### src/design/mdcs_pkg.sv
package mdcs_pkg;

  // Measured current width and lamp level width
  localparam int unsigned SAMPLE_W = 10;
  localparam int unsigned LVL_W    = 10;
  localparam int unsigned STEP_W   = 8;
  localparam int unsigned CNT_W    = 8;
  // Compare width: widest operand plus one bit so a difference never wraps
  localparam int unsigned CMP_W    = ((SAMPLE_W > LVL_W) ? SAMPLE_W : LVL_W) + 1;
  localparam int unsigned CFG_IDX_W  = 3;
  localparam int unsigned CFG_DATA_W = 10;

  // Second counter skips this value and restarts at zero
  localparam logic [CNT_W-1:0] SEC_WRAP = CNT_W'(255);

  localparam logic [LVL_W-1:0]  RST_BRIGHT    = LVL_W'(1023);
  localparam logic [LVL_W-1:0]  RST_DIM       = LVL_W'(300);
  localparam logic [STEP_W-1:0] RST_STEP_UP   = STEP_W'(4);
  localparam logic [STEP_W-1:0] RST_STEP_DOWN = STEP_W'(4);
  localparam logic [CNT_W-1:0]  RST_HOLD_S    = CNT_W'(10);
  localparam logic [STEP_W-1:0] RST_MIN_STEP  = STEP_W'(1);
  localparam logic [CNT_W-1:0]  RST_TPS       = CNT_W'(100);

  typedef enum logic [CFG_IDX_W-1:0] {
    REG_BRIGHT    = 3'd0,
    REG_DIM       = 3'd1,
    REG_STEP_UP   = 3'd2,
    REG_STEP_DOWN = 3'd3,
    REG_HOLD_S    = 3'd4,
    REG_MIN_STEP  = 3'd5,
    REG_TPS       = 3'd6
  } cfg_idx_t;

  typedef enum logic {
    OP_TICK   = 1'b0,
    OP_SAMPLE = 1'b1
  } op_t;

  typedef struct packed {
    logic [LVL_W-1:0]  bright_level;
    logic [LVL_W-1:0]  dim_level;
    logic [STEP_W-1:0] step_up;
    logic [STEP_W-1:0] step_down;
    logic [CNT_W-1:0]  hold_seconds;
    logic [STEP_W-1:0] min_step;
    logic [CNT_W-1:0]  ticks_per_second;
  } cfg_t;

  typedef struct packed {
    op_t                 op;
    logic [SAMPLE_W-1:0] current_sample;
    logic                sensor_idle;
  } item_t;

  typedef struct packed {
    logic              sample_request;
    logic [LVL_W-1:0]  target_level;
    logic [STEP_W-1:0] step_size;
    logic              above_target;
    logic              adjust;
  } res_t;

endpackage

### src/design/motion_dimmer_current_stepper_top.sv
// A request is registered in the input register on acceptance, and its result moves
//   to the output register once that is free. Throughput: one request per cycle
//   while out_tready keeps up; set by the single update pass in mdcs_core.
// Reset: synchronous, active-low rst_n clears valids and counters, target 1023,
//   and loads the register defaults (bright 1023, dim 300, steps 4/4, hold 10 s,
//   min step 1, 100 ticks per second).
module motion_dimmer_current_stepper_top (
  input  logic                            clk,
  input  logic                            rst_n,
  // input channel
  input  logic                            in_tvalid,
  output logic                            in_tready,
  input  logic [15:0]                     in_tdata,  // [9:0] current_sample, [10] sensor_idle
  input  logic [0:0]                      in_tuser,  // [0] op (0 tick, 1 sample)
  // result channel
  output logic                            out_tvalid,
  input  logic                            out_tready,
  // [0] adjust, [1] above_target, [9:2] step_size, [19:10] target_level,
  // [20] sample_request
  output logic [23:0]                     out_tdata,
  // configuration write port
  input  logic                            cfg_we,
  input  logic [mdcs_pkg::CFG_IDX_W-1:0]  cfg_addr,
  input  logic [mdcs_pkg::CFG_DATA_W-1:0] cfg_wdata
);

  localparam int unsigned RES_W = $bits(mdcs_pkg::res_t);

  mdcs_pkg::cfg_t  cfg;
  mdcs_pkg::item_t item_r;
  mdcs_pkg::res_t  res;
  mdcs_pkg::res_t  res_r;
  logic            item_vld_r;
  logic            out_vld_r;
  logic            out_free;
  logic            advance;

  // Output register frees up when empty or being drained this cycle.
  assign out_free  = !out_vld_r || out_tready;
  // Input stage hands its request to the output register whenever there is room;
  // the state registers update on that same edge.
  assign advance   = item_vld_r && out_free;
  assign in_tready = !item_vld_r || out_free;

  mdcs_cfg_regs u_cfg (
    .clk       (clk),
    .rst_n     (rst_n),
    .cfg_we    (cfg_we),
    .cfg_addr  (cfg_addr),
    .cfg_wdata (cfg_wdata),
    .cfg       (cfg)
  );

  mdcs_core u_core (
    .clk     (clk),
    .rst_n   (rst_n),
    .advance (advance),
    .cfg     (cfg),
    .item    (item_r),
    .res     (res)
  );

  // Input register: payload needs no reset.
  always_ff @(posedge clk) begin
    if (in_tvalid && in_tready) begin
      item_r.op             <= mdcs_pkg::op_t'(in_tuser[0]);
      item_r.current_sample <= in_tdata[mdcs_pkg::SAMPLE_W-1:0];
      item_r.sensor_idle    <= in_tdata[mdcs_pkg::SAMPLE_W];
    end
  end

  always_ff @(posedge clk) begin
    if (!rst_n) begin
      item_vld_r <= 1'b0;
    end else if (in_tready) begin
      item_vld_r <= in_tvalid;
    end
  end

  // Result register
  always_ff @(posedge clk) begin
    if (advance) begin
      res_r <= res;
    end
  end

  always_ff @(posedge clk) begin
    if (!rst_n) begin
      out_vld_r <= 1'b0;
    end else if (out_free) begin
      out_vld_r <= item_vld_r;
    end
  end

  assign out_tvalid = out_vld_r;
  assign out_tdata  = {(24 - RES_W)'(0), res_r};

endmodule

### src/design/mdcs_cfg_regs.sv
module mdcs_cfg_regs (
  input  logic                            clk,
  input  logic                            rst_n,
  input  logic                            cfg_we,
  input  logic [mdcs_pkg::CFG_IDX_W-1:0]  cfg_addr,
  input  logic [mdcs_pkg::CFG_DATA_W-1:0] cfg_wdata,
  output mdcs_pkg::cfg_t                  cfg
);

  mdcs_pkg::cfg_t cfg_r;
  mdcs_pkg::cfg_t cfg_nxt;

  always_comb begin
    cfg_nxt = cfg_r;
    if (cfg_we) begin
      unique case (cfg_addr)
        mdcs_pkg::REG_BRIGHT:    cfg_nxt.bright_level     = cfg_wdata[mdcs_pkg::LVL_W-1:0];
        mdcs_pkg::REG_DIM:       cfg_nxt.dim_level        = cfg_wdata[mdcs_pkg::LVL_W-1:0];
        mdcs_pkg::REG_STEP_UP:   cfg_nxt.step_up          = cfg_wdata[mdcs_pkg::STEP_W-1:0];
        mdcs_pkg::REG_STEP_DOWN: cfg_nxt.step_down        = cfg_wdata[mdcs_pkg::STEP_W-1:0];
        mdcs_pkg::REG_HOLD_S:    cfg_nxt.hold_seconds     = cfg_wdata[mdcs_pkg::CNT_W-1:0];
        mdcs_pkg::REG_MIN_STEP:  cfg_nxt.min_step         = cfg_wdata[mdcs_pkg::STEP_W-1:0];
        mdcs_pkg::REG_TPS:       cfg_nxt.ticks_per_second = cfg_wdata[mdcs_pkg::CNT_W-1:0];
        default:                 cfg_nxt = cfg_r;  // unused index, dropped
      endcase
    end
  end

  always_ff @(posedge clk) begin
    if (!rst_n) begin
      cfg_r.bright_level     <= mdcs_pkg::RST_BRIGHT;
      cfg_r.dim_level        <= mdcs_pkg::RST_DIM;
      cfg_r.step_up          <= mdcs_pkg::RST_STEP_UP;
      cfg_r.step_down        <= mdcs_pkg::RST_STEP_DOWN;
      cfg_r.hold_seconds     <= mdcs_pkg::RST_HOLD_S;
      cfg_r.min_step         <= mdcs_pkg::RST_MIN_STEP;
      cfg_r.ticks_per_second <= mdcs_pkg::RST_TPS;
    end else begin
      cfg_r <= cfg_nxt;
    end
  end

  assign cfg = cfg_r;

endmodule

### src/design/mdcs_core.sv
module mdcs_core (
  input  logic           clk,
  input  logic           rst_n,
  input  logic           advance,
  input  mdcs_pkg::cfg_t cfg,
  input  mdcs_pkg::item_t item,
  output mdcs_pkg::res_t res
);

  logic [mdcs_pkg::CNT_W-1:0] tick_count_r, tick_count_nxt;
  logic [mdcs_pkg::CNT_W-1:0] second_count_r, second_count_nxt;
  logic                       hold_running_r, hold_running_nxt;
  logic                       hold_done_r, hold_done_nxt;
  logic                       step_pending_r, step_pending_nxt;
  logic [mdcs_pkg::LVL_W-1:0] target_now_r, target_now_nxt;

  logic [mdcs_pkg::CNT_W-1:0]  tick_inc;
  logic [mdcs_pkg::CNT_W-1:0]  sec_inc;
  logic [mdcs_pkg::CMP_W-1:0]  smp_x;
  logic [mdcs_pkg::CMP_W-1:0]  tgt_x;
  logic [mdcs_pkg::CMP_W-1:0]  gap_dn;
  logic [mdcs_pkg::CMP_W-1:0]  gap_up;
  logic [mdcs_pkg::CMP_W-1:0]  down_x;
  logic [mdcs_pkg::CMP_W-1:0]  up_x;

  assign tick_inc = tick_count_r + mdcs_pkg::CNT_W'(1);
  assign sec_inc  = second_count_r + mdcs_pkg::CNT_W'(1);
  assign smp_x    = mdcs_pkg::CMP_W'(item.current_sample);
  assign down_x   = mdcs_pkg::CMP_W'(cfg.step_down);
  assign up_x     = mdcs_pkg::CMP_W'(cfg.step_up);

  always_comb begin
    tick_count_nxt   = tick_count_r;
    second_count_nxt = second_count_r;
    hold_running_nxt = hold_running_r;
    hold_done_nxt    = hold_done_r;
    step_pending_nxt = step_pending_r;
    target_now_nxt   = target_now_r;
    tgt_x            = mdcs_pkg::CMP_W'(target_now_r);
    gap_dn           = '0;
    gap_up           = '0;
    res              = '0;

    if (item.op == mdcs_pkg::OP_TICK) begin
      if (step_pending_r) begin
        step_pending_nxt   = 1'b0;
        res.sample_request = 1'b1;
      end
      // zero ticks_per_second falls through here as well: every tick is a second
      if (tick_inc >= cfg.ticks_per_second) begin
        tick_count_nxt     = '0;
        second_count_nxt   = (sec_inc == mdcs_pkg::SEC_WRAP) ? '0 : sec_inc;
        res.sample_request = 1'b1;
      end else begin
        tick_count_nxt = tick_inc;
      end
    end else begin
      priority if (!item.sensor_idle) begin
        target_now_nxt   = cfg.bright_level;
        second_count_nxt = '0;
        hold_running_nxt = 1'b0;
        hold_done_nxt    = 1'b0;
      end else if (!hold_running_r) begin
        second_count_nxt = '0;
        hold_running_nxt = 1'b1;
        hold_done_nxt    = 1'b0;
      end else if (hold_done_r) begin
        target_now_nxt = cfg.dim_level;
      end else if (second_count_r >= cfg.hold_seconds) begin
        hold_done_nxt  = 1'b1;
        target_now_nxt = cfg.dim_level;
      end else begin
        target_now_nxt = target_now_r;
      end

      // compare against the target as updated by this sample
      tgt_x  = mdcs_pkg::CMP_W'(target_now_nxt);
      gap_dn = smp_x - tgt_x;
      gap_up = tgt_x - smp_x;

      priority if (smp_x > tgt_x) begin
        res.step_size    = (gap_dn <= down_x) ? cfg.min_step : cfg.step_down;
        res.above_target = 1'b1;
        res.adjust       = 1'b1;
        step_pending_nxt = 1'b1;
      end else if (smp_x < tgt_x) begin
        res.step_size    = (gap_up <= up_x) ? cfg.min_step : cfg.step_up;
        res.adjust       = 1'b1;
        step_pending_nxt = 1'b1;
      end else begin
        res.adjust = 1'b0;
      end
    end
    res.target_level = target_now_nxt;
  end

  always_ff @(posedge clk) begin
    if (!rst_n) begin
      tick_count_r   <= '0;
      second_count_r <= '0;
      hold_running_r <= 1'b0;
      hold_done_r    <= 1'b0;
      step_pending_r <= 1'b0;
      target_now_r   <= mdcs_pkg::RST_BRIGHT;
    end else if (advance) begin
      tick_count_r   <= tick_count_nxt;
      second_count_r <= second_count_nxt;
      hold_running_r <= hold_running_nxt;
      hold_done_r    <= hold_done_nxt;
      step_pending_r <= step_pending_nxt;
      target_now_r   <= target_now_nxt;
    end
  end

`ifndef SYNTHESIS
  a_done_needs_run: assert property (@(posedge clk) disable iff (!rst_n)
    hold_done_r |-> hold_running_r)
    else $error("hold done without hold timer running");

  a_sec_skips_wrap: assert property (@(posedge clk) disable iff (!rst_n)
    second_count_r != mdcs_pkg::SEC_WRAP)
    else $error("second counter reached wrap value");

  a_step_marks_pending: assert property (@(posedge clk) disable iff (!rst_n)
    (advance && res.adjust) |=> step_pending_r)
    else $error("issued step did not set pending flag");

  a_tick_no_step: assert property (@(posedge clk) disable iff (!rst_n)
    (item.op == mdcs_pkg::OP_TICK) |-> !res.adjust && res.step_size == '0)
    else $error("tick produced a drive step");
`endif

endmodule

### config.mk
export PLATFORM = sky130hd
export DESIGN_NAME = motion_dimmer_current_stepper_top
export DESIGN_NICKNAME = d
export VERILOG_FILES = /design/src/design/mdcs_pkg.sv /design/src/design/motion_dimmer_current_stepper_top.sv /design/src/design/mdcs_cfg_regs.sv /design/src/design/mdcs_core.sv
export SDC_FILE = /design/constraint.sdc
export NUM_CORES = 1
export LEC_CHECK = 0
export BUFFER_PORTS_ARGS = -buffer_cell sky130_fd_sc_hd__clkbuf_2
export CORE_MARGIN = 5
export CORE_UTILIZATION = 50
export DETAILED_ROUTE_END_ITERATION = 16
export PLACE_DENSITY_LB_ADDON = 0.1
export SLEW_MARGIN = 0
export SYNTH_ARGS = -nofsm -noshare
export SYNTH_HDL_FRONTEND = slang
export SYNTH_HIERARCHICAL = 1
export SYNTH_SLANG_ARGS = --single-unit
### constraint.sdc
create_clock -name clk -period 6 [get_ports clk]
set_clock_uncertainty 0.15 [all_clocks]
set_input_delay 0 -clock clk [delete_from_list [all_inputs] [get_ports clk]]
set_output_delay 0 -clock clk [all_outputs]
set_load 0.01 [all_outputs]
==> results of run 1 <==
cell type report:
| type | count | area (sq um) |
|---|---|---|
| inverters | 62 | 233 |
| fillers | 1223 | 5790 |
| multi-input cells | 541 | 4030 |
| repair buffers | 102 | 716 |
| clock inverters | 7 | 67.6 |
| well taps | 184 | 230 |
| clock buffers | 25 | 485 |
| flip-flops and latches | 124 | 2810 |
flip-flops by register name (all words and copies together), names as in the netlist, 8 cells and up:
| signal | flops |
|---|---|
| u_cfg/cfg | 60 |
| out_tdata | 21 |
| item_r | 12 |
| u_core/target_now_r | 10 |
| u_core/second_count_r | 8 |
| u_core/tick_count_r | 8 |
report_power, final:
part	internal [mW]	switching [mW]	total [mW]
registers	0.881	0.0175	0.898
clock network	0.601	0.363	0.963
logic	0.102	0.132	0.234
total	1.58	0.512	2.10
final timing paths:
check,start,endpoint,slack [ns],depth (start not counted)
worst max-delay path,u_core/second_count_r[0],out_tdata[8],0.34,24
worst min-delay path,rst_n,u_core/target_now_r[0],0.002,2
worst max register to register,u_core/second_count_r[0],out_tdata[8],0.34,24
worst min register to register,u_cfg/cfg[49],u_cfg/cfg[49],0.31,2
cell usage after synthesis (14+ instances only):
library cell / n / share of area, %
a21oi_1: 31 / 2.1
clkbuf_1: 21 / 1.1
edfxtp_1: 33 / 14
dfxtp_1: 91 / 25
nor2b_1: 38 / 3.3
nand3_1: 14 / 0.97
nor2_1: 61 / 3.2
inv_1: 61 / 3.2
o21ai_1: 16 / 1.1
o21ai_0: 15 / 1.0
nand2_1: 72 / 3.7
mux2i_1: 80 / 11
ha_1: 55 / 9.5
per-layer routing:
layer  vias to the layer above  track usage [%]  wire length, microns
met2                       128             33.5                  7880
met1                      2719             28.5                  8220
met5                         -                0                     0
met4                         0             6.60                   242
met3                        19             4.34                   853
li1                       2827                -                     -
kinds of logic (layout without fill, tap and decap cells):
group / count (synthesis) / in the layout
simple gates: 239 / 239
xor+xnor: 21 / 21
mux: 90 / 90
buf+inv: 104 / 196
flops: 124 / 124
fa+ha+maj: 57 / 57
compound gates: 131 / 131
other cells: 1 / 3
placed cells by master, fill, tap and decap left out, drive strengths merged, types with 9 or more instances in the layout:
master	count
a21boi	12
o21ai	31
clkbuf	76
edfxtp	33
inv	62
buf	24
mux2	10
nor2b	39
nand2	72
nand3	14
dfxtp	91
dlygate4sd3	27
nor2	61
a221o	9
ha	55
a21oi	31
xnor2	13
mux2i	80
and3	9
stage by stage:
stage          worst slack [ns]  hold WS (ns)
2_1_floorplan             0.685       -0.0511
3_3_place_gp              0.246        0.0270
3_5_place_dp              0.126        0.0286
4_1_cts                  0.0997      0.000742
5_1_grt                -0.00472        0.0201
6_report                  0.336       0.00250
critical path: cells and delay by family (launching register included):
kind                     cells  cell delay, ns
AO/OA/AOI/OAI               11            2.37
AND/OR/NAND/NOR              4            0.49
buffers and inverters        3            0.41
XOR/XNOR                     1            0.21
flip-flops                   1            0.36
adder cells (fa/ha/maj)      3            1.02
multiplexers                 2            0.37
timing repair:
| action | 4_1_cts | 5_1_grt |
|---|---|---|
| gates resized for setup | 0 | 7 |
| setup endpoints to repair | 0 | 8 |
| endpoints found under the hold margin | 82 | 0 |
| hold buffers | 27 | 0 |
| buffers inserted | 0 | 1 |
==> metrics.txt, run 1 <==
IO buf count 52; CP Data Required Time 6.00 ns; Post-synth EDFFs 33; via/cell ratio 5.45; main combinational cell family by area after synthesis simple AND/OR/NAND/NOR gates; post-route cell area 8580 sq um; final core utilization 59.7%; CP Capture Type register; Setup TNS Final 0 ns; first-pass GRT wire length 27.6 mm; CTS root buffer clkbuf_16; power density cells 244 nW/um^2; Max-Cap Viols 0; nets 940; full die area 17,000 sq um; Mapped Area 7230 sq um; num ports 61; Tot Pwr 2.10 mW; Yosys cell types 68; Ys Warns 6; Yosys reg bits 124; Worst-Margin Slew 0.886 ns; CP Max Fanout 7; compound-cell area share of the yosys netlist 12.7%; pin count of the biggest net entering global routing 59; Avg WL per Cell 16.5 microns; core area 14,400 sq um; total grt overflow 0; Die Span Y 130 microns; drt pass-1 iters 5; Finish-stage setup viols 0; H-tree Lvls 4; worst endpoint data arrival time 5.67 ns; Worst Hold Class primary input to register; final worst path period need 5.66 ns; mux cell area share after synthesis 12.6%; clock-pin slew on the worst setup and hold paths 0.05 ns; total CTS buffers 17; register area share after synthesis 38.9%; share of cells above drive strength 1 15.1%; Max Freq 0.177 GHz; fin crit share 94.4%; outcome finished clean; worst-path cell chain inv_1 > ha_1 > nand2b_1 > a2111oi_2 > o22a_2 > mux2i_1 > a21oi_1 > inv_1 > fa_1 > nor2b_1 > o21ai_1 > a21oi_2 > nor2_1 > xnor2_1 > ha_1 > a211o_1 > a21oi_1 > a31oi_1 > o32ai_2 > o2111ai_1 > mux2i_1 > buf_4 > nor2_1 > a221o_1; Worst setup SP type register; die width 130 microns; Max rail drop VDD 0.223 mV; Total GRT Usage 20.9%; vias in the first global route 5,488; CTS Buffer Depth 2; slowest stage delay, CP 0.46 ns; Sink Count 124; cells after synthesis 767; post-route ant nets 0; synthesized area per cell 9.43 sq um; layout overhead on the synthesized area 18.6%; starting density of the core 50.3%; Final Hold Viols 0; CP Class register to register; adder-cell share of the synthesized area 10.1%; diodes inserted 0; worst skew pair latency 0.42 ns; placement row count 44; vias post-DR 5,693; post-synthesis simple-gate area fraction 16.9%; post-place instance area 7710 sq um; Relative slew margins 41.0%; Finished Layout Cells 1,045; Lkg Pwr 3.84 nW; DR iter-0 viols 487; final WL 17.2 mm; Worst path slowest cell fa_1; final max-slew violation count 0; Post-synth top flop dfxtp_1; FFs w/ async S/R, synth 0%; DP Cell Count 985; DRC errors left 0; DP HPWL 12.5 mm; CTS tree yes; xor/xnor share of the synthesized area 2.54%; GP Congestion 0.856; initial antenna violation count 0
(Power assumes the default switching activity.)
==> run 2, diff against run 1 <==
--- a/config.mk
+++ b/config.mk
@@ -7,7 +7,7 @@
 export LEC_CHECK = 0
 export BUFFER_PORTS_ARGS = -buffer_cell sky130_fd_sc_hd__clkbuf_2
 export CORE_MARGIN = 5
-export CORE_UTILIZATION = 50
+export CORE_UTILIZATION = 60
 export DETAILED_ROUTE_END_ITERATION = 16
 export PLACE_DENSITY_LB_ADDON = 0.1
 export SLEW_MARGIN = 0
==> run 2 against run 1 <==
Net effect: maximum frequency down 1.5%; flip-flop and latch count unchanged; first-iteration DRC count is 39% lower; combinational power is 2% higher; utilization is 13 points higher; routed wire length grew 3.0%; critical path depth down 1; sequential power hardly changed; total power increased by 1.8%; critical path type unchanged.
==> metrics.txt, run 2 (synthesis gave the netlist of run 1 again) <==
outcome finished clean (unchanged); commonest non-fill, non-tap cell in the layout dfxtp_1 (unchanged); part of the power in registers 42.1% (was 42.9%); internal power 1.59 mW (was 1.58 mW); layout overhead on the synthesized area 18.9% (was 18.6%); IO buf count 52 (unchanged); worst r2r src u_core/second_count_r[0] (unchanged); Hold Path Origin in_tdata[4] (was rst_n); Relative slew margins 35.8% (was 41.0%); Clock Power Share 46.7% (was 46.0%); final worst path period need 5.75 ns (was 5.66 ns); CP Max Fanout 8 (was 7); crit path capture out_tdata[5] (was out_tdata[8]); initial antenna violation count 0 (unchanged); CP Class register to register (unchanged); FF-to-FF End out_tdata[5] (was out_tdata[8]); first-pass GRT wire length 29.0 mm (was 27.6 mm); pin count of the biggest net entering global routing 58 (was 59); diodes inserted 0 (unchanged); Max-Cap Viols 0 (unchanged); vias post-DR 5,772 (was 5,693); total grt overflow 0 (unchanged); Switching Power 0.545 mW (was 0.512 mW); gr busiest metal met2 (unchanged); Logic pwr share 11.2% (about the same); Lkg Pwr 3.86 nW (was 3.84 nW); worst skew pair latency 0.42 ns (about the same); CP Data Required Time 6.01 ns (was 6.00 ns); starting density of the core 60.7% (was 50.3%); Sink Count 124 (unchanged); Finish-stage setup viols 0 (unchanged); full die area 14,300 sq um (was 17,000 sq um); nets 944 (was 940); DRC errors left 0 (unchanged); Worst setup SP type register (unchanged); DR iter-0 viols 298 (was 487); placement row count 40 (was 44); drt pass-1 iters 5 (unchanged); Avg WL per Cell 17.5 microns (was 16.5 microns); post-place instance area 7620 sq um (was 7710 sq um); core area 11,900 sq um (was 14,400 sq um); Critical Path Source u_core/second_count_r[0] (unchanged); Max rail drop VDD 0.147 mV (was 0.223 mV); grt met3 use 5.00% (was 4.34%); Final Hold Viols 0 (unchanged); die width 120 microns (was 130 microns); via/cell ratio 5.70 (was 5.45); R2R cell count 23 (was 24); Worst-Margin Slew 0.964 ns (was 0.886 ns); fin crit share 95.8% (was 94.4%); total CTS buffers 17 (unchanged); Max Freq 0.174 GHz (was 0.177 GHz); clock-pin slew on the worst setup and hold paths 0.06 ns (was 0.05 ns); CTS tree yes (unchanged); CTS root buffer clkbuf_16 (unchanged); GP Congestion 0.887 (was 0.856); CTS Buffer Depth 2 (unchanged); post-route cell area 8600 sq um (was 8580 sq um); Die Span Y 120 microns (was 130 microns); vias in the first global route 5,807 (was 5,488); Reg2Reg Setup Slack 0.25 ns (was 0.34 ns); Worst Hold Class primary input to register (unchanged); Total GRT Usage 25.5% (was 20.9%); DP HPWL 12.3 mm (was 12.5 mm); worst endpoint data arrival time 5.76 ns (was 5.67 ns); GR Util met2 42.5% (was 33.5%); H-tree Lvls 4 (unchanged); power density cells 248 nW/um^2 (was 244 nW/um^2); num ports 61 (unchanged); most frequent cells in the layout 91 x dfxtp_1, 80 x mux2i_1, 72 x nand2_1 (unchanged); CP Capture Type register (unchanged); post-route ant nets 0 (unchanged); share of cells above drive strength 1 15.4% (was 15.1%); Sw Ratio 25.6% (was 24.4%); max reg flops 60 (unchanged); M1 GR Usage 32.3% (was 28.5%); final max-slew violation count 0 (unchanged); Final Hold Slack 0.144 ns (was 0.00250 ns); final WL 17.7 mm (was 17.2 mm)
-- run 2: routing by layer --
| layer | share of wire (%) | vias up |
|---|---|---|
| met5 | 0 | - |
| met4 | 2.6 | 0 |
| met3 | 4.8 | 35 |
| met2 | 48 | 138 |
| met1 | 44 | 2764 |
| li1 | - | 2835 |
-- run 2: worst min-delay path by stage --
stage	to	slack [ns]	cells past startpoint
after global placement	item_r[8]	0.03	1
after floorplan	item_r[0]	-0.05	0
after global routing	item_r[3]	0.14	2
after detailed placement	item_r[4]	0.03	1
final	item_r[5]	0.14	2
after CTS	item_r[8]	0.13	2
-- run 2: metrics by stage --
| stage | utilization [%] | instances | total power, mW | setup slack [ns] | TNS, ns |
|---|---|---|---|---|---|
| finish | 72.2 | 1012 | 2.13 | 0.250 | 0 |
| global route | 72.2 | 1012 | 2.22 | -0.00198 | -0.00198 |
| CTS | 71.6 | 1008 | 2.14 | 0.0313 | 0 |
| detailed placement | 64.0 | 943 | 1.13 | 0.0589 | 0 |
| global placement | 64.0 | 943 | 1.12 | 0.152 | 0 |
| floorplan | - | 769 | 1.07 | 0.685 | 0 |
-- run 2: layout make-up --
| type | count | area (sq um) |
|---|---|---|
| clock inverter | 12 | 111 |
| tap | 147 | 184 |
| multi-input combinational | 541 | 4030 |
| inverter | 62 | 233 |
| timing repair buffer | 106 | 761 |
| fill | 903 | 3310 |
| clock buffer | 20 | 467 |
| sequential | 124 | 2810 |
-- run 2: power groups by stage --
stage               registers [mW]  clock network, mW  logic (mW)
floorplan                    0.911                  0       0.157
global placement             0.915                  0       0.207
detailed placement           0.916                  0       0.215
CTS                          0.898               1.01       0.232
global route                 0.901               1.05       0.262
finish                       0.898              0.997       0.239
-- run 2: repair_timing --
action	in CTS	in global routing
setup buffers	0	4
resized for setup	0	7
hold endpoints to repair	86	0
endpoints found under the setup margin	0	8
hold buffers	33	0
-- run 2: worst max-delay path, cell delays in order (launching register included) --
cell and delay [ns]:
dfxtp_1 0.36, inv_1 0.09, ha_1 0.27, nand2b_1 0.14
a2111oi_1 0.47, o22a_2 0.36, buf_4 0.16, buf_4 0.14
mux2i_1 0.08, a21oi_1 0.35, ha_1 0.32, buf_4 0.18
and3_1 0.14, a221o_1 0.35, nor2_1 0.12, xnor2_1 0.11
ha_1 0.32, nand4_1 0.10, or2_0 0.25, a221oi_4 0.35
buf_12 0.18, mux2i_1 0.18, nor2_1 0.06, a221o_1 0.27
==> run 3, diff against run 2 <==
--- a/config.mk
+++ b/config.mk
@@ -7,8 +7,9 @@
 export LEC_CHECK = 0
 export BUFFER_PORTS_ARGS = -buffer_cell sky130_fd_sc_hd__clkbuf_2
 export CORE_MARGIN = 5
-export CORE_UTILIZATION = 60
+export CORE_UTILIZATION = 65
 export DETAILED_ROUTE_END_ITERATION = 16
+export MAX_ROUTING_LAYER = met4
 export PLACE_DENSITY_LB_ADDON = 0.1
 export SLEW_MARGIN = 0
 export SYNTH_ARGS = -nofsm -noshare
==> constraint.sdc (replaced) <==
create_clock -name clk -period 6.85 [get_ports clk]
set_clock_uncertainty 0.15 [all_clocks]
set_input_delay 0 -clock clk [delete_from_list [all_inputs] [get_ports clk]]
set_output_delay 0 -clock clk [all_outputs]
set_load 0.01 [all_outputs]
==> run 3 against run 2 <==
Net effect: sequential power down 12%; clock power fell by 23%; combinational power decreased by 13%; largest cell class unchanged.
==> metrics.txt, run 3 (synthesis gave the netlist of run 1 again) <==
num ports 61 (unchanged); drt pass-1 iters 5 (unchanged); Worst-Margin Slew 0.992 ns (was 0.964 ns); CP Capture Type register (unchanged); most frequent cells in the layout 91 x dfxtp_1, 80 x mux2i_1, 72 x nand2_1 (unchanged); final max-slew violation count 0 (unchanged); total CTS buffers 17 (unchanged); Lkg Pwr 3.77 nW (was 3.86 nW); layout overhead on the synthesized area 16.3% (was 18.9%); Sink Count 124 (unchanged); FF-to-FF End out_tdata[5] (unchanged); total grt overflow 0 (unchanged); number of setup buffers added after CTS 0 (unchanged); GP Congestion 0.917 (was 0.887); Setup TNS Final 0 ns (unchanged); DR iter-0 viols 616 (was 298); final worst path period need 6.51 ns (was 5.75 ns); Worst Hold Class primary input to register (unchanged); clock-pin slew on the worst setup and hold paths 0.06 ns (about the same); fin crit share 95.1% (was 95.8%); full die area 13,300 sq um (was 14,300 sq um); via/cell ratio 5.88 (was 5.70); CTS Buffer Depth 2 (unchanged); CTS tree yes (unchanged); Reg2Reg Setup Slack 0.34 ns (was 0.25 ns); pin count of the biggest net entering global routing 111 (was 58); Max Freq 0.154 GHz (was 0.174 GHz); vias in the first global route 5,764 (was 5,807); Max rail drop VDD 0.249 mV (was 0.147 mV); Critical Path Source u_core/second_count_r[0] (unchanged); R2R cell count 23 (unchanged); IO buf count 52 (unchanged); setup repair after global routing missed its margin no; placement row count 38 (was 40); final core utilization 77.2% (was 72.2%); share of cells above drive strength 1 12.7% (was 15.4%); crit path capture out_tdata[5] (unchanged); Max-Cap Viols 0 (unchanged); diodes inserted 0 (unchanged); final WL 17.5 mm (was 17.7 mm); Relative slew margins 33.9% (was 35.8%); CP Max Fanout 12 (was 8); DP HPWL 12.0 mm (was 12.3 mm); vias post-DR 5,857 (was 5,772); starting density of the core 66.4% (was 60.7%); core area 10,900 sq um (was 11,900 sq um); Final Hold Viols 0 (unchanged); first-pass GRT wire length 28.4 mm (was 29.0 mm); Hold Path Origin rst_n (was in_tdata[4]); post-route ant nets 0 (unchanged); Finish-stage setup viols 0 (unchanged); power density cells 210 nW/um^2 (was 248 nW/um^2); CTS root buffer clkbuf_8 (was clkbuf_16); post_cts resized 0 (unchanged); worst endpoint data arrival time 6.62 ns (was 5.76 ns); CP Class register to register (unchanged); outcome finished clean (unchanged); die width 115 microns (was 120 microns); H-tree Lvls 4 (unchanged); max reg flops 60 (unchanged); CP Data Required Time 6.96 ns (was 6.01 ns); commonest non-fill, non-tap cell in the layout dfxtp_1 (unchanged); nets 935 (was 944); DRC errors left 0 (unchanged); worst r2r src u_core/second_count_r[0] (unchanged); Total GRT Usage 28.1% (was 25.5%); worst skew pair latency 0.52 ns (was 0.42 ns); Worst setup SP type register (unchanged); Avg WL per Cell 17.6 microns (was 17.5 microns); initial antenna violation count 0 (unchanged); Die Span Y 115 microns (was 120 microns)
run 3: cell types whose count changed in the layout (fill, tap and decap cells not counted), sizes merged:
| cell | before | now |
|---|---|---|
| buf | 21 | 8 |
| clkbuf | 72 | 76 |
| dlygate4sd3 | 33 | 37 |
| inv | 66 | 63 |
| bufinv | 1 | 0 |
| clkinv | 5 | 6 |
| clkinvlp | 2 | 1 |
run 3: area by class of cell:
cell class	count	area [sq um]
fill	758	2480
sequential	124	2810
multi-input combinational	541	4000
clock buffer	24	460
inverter	62	233
tap	140	175
timing repair buffer	97	691
clock inverter	8	43.8
run 3: repair_timing:
item | in CTS | in global routing
endpoints found under the setup margin | 0 | 0
hold buffers | 37 | 0
hold endpoints to repair | 86 | 0
run 3: worst min-delay path by stage:
stage / to / depth (start not counted)
2_1_floorplan: item_r[0] / 0
3_3_place_gp: item_r[1] / 1
3_5_place_dp: item_r[5] / 1
4_1_cts: u_core/target_now_r[0] / 3
5_1_grt: item_r[7] / 2
6_report: u_core/target_now_r[5] / 3
run 3: report_power, final:
part | internal [mW] | switching [mW] | leakage (nW)
combinational | 0.0886 | 0.120 | 2.49
sequential | 0.772 | 0.0155 | 1.03
clock | 0.459 | 0.308 | 0.253
run 3: metrics by stage:
stage	cell area [sq um]	power (mW)	setup WS, ns	hold slack [ns]	cells
4_1_cts	8410	1.77	0.487	0.0107	996
2_1_floorplan	7240	0.935	1.54	-0.0511	769
3_3_place_gp	7540	0.979	0.739	0.0265	927
3_5_place_dp	7540	0.990	0.525	0.0286	927
5_1_grt	8410	1.83	0.0242	0.0267	996
6_report	8410	1.76	0.337	0.0280	996
run 3: routing by layer:
metal / vias to the layer above / routed length [microns] / global-route usage, %
met5: - / 0 / -
met4: 0 / 263 / 8.45
met3: 19 / 1160 / 5.27
met2: 227 / 8220 / 44.3
met1: 2792 / 7870 / 37.1
li1: 2819 / - / -
run 3: critical path, stage by stage, from the launching register on:
cell and delay, ns:
dfxtp_1 0.37, inv_1 0.09, ha_1 0.27, nand2b_1 0.14, a2111oi_1 0.49, o22a_1 0.68, mux2i_1 0.17, a21oi_1 0.21
inv_1 0.14, fa_1 0.44, nor2b_1 0.14, o21ai_1 0.09, a21oi_1 0.28, nor2_1 0.09, xnor2_1 0.23, ha_1 0.31
a211o_1 0.27, a21oi_1 0.12, a31oi_1 0.09, o32ai_1 0.28, o2111ai_1 0.19, mux2i_1 0.39, nor2_1 0.25, a221o_1 0.35
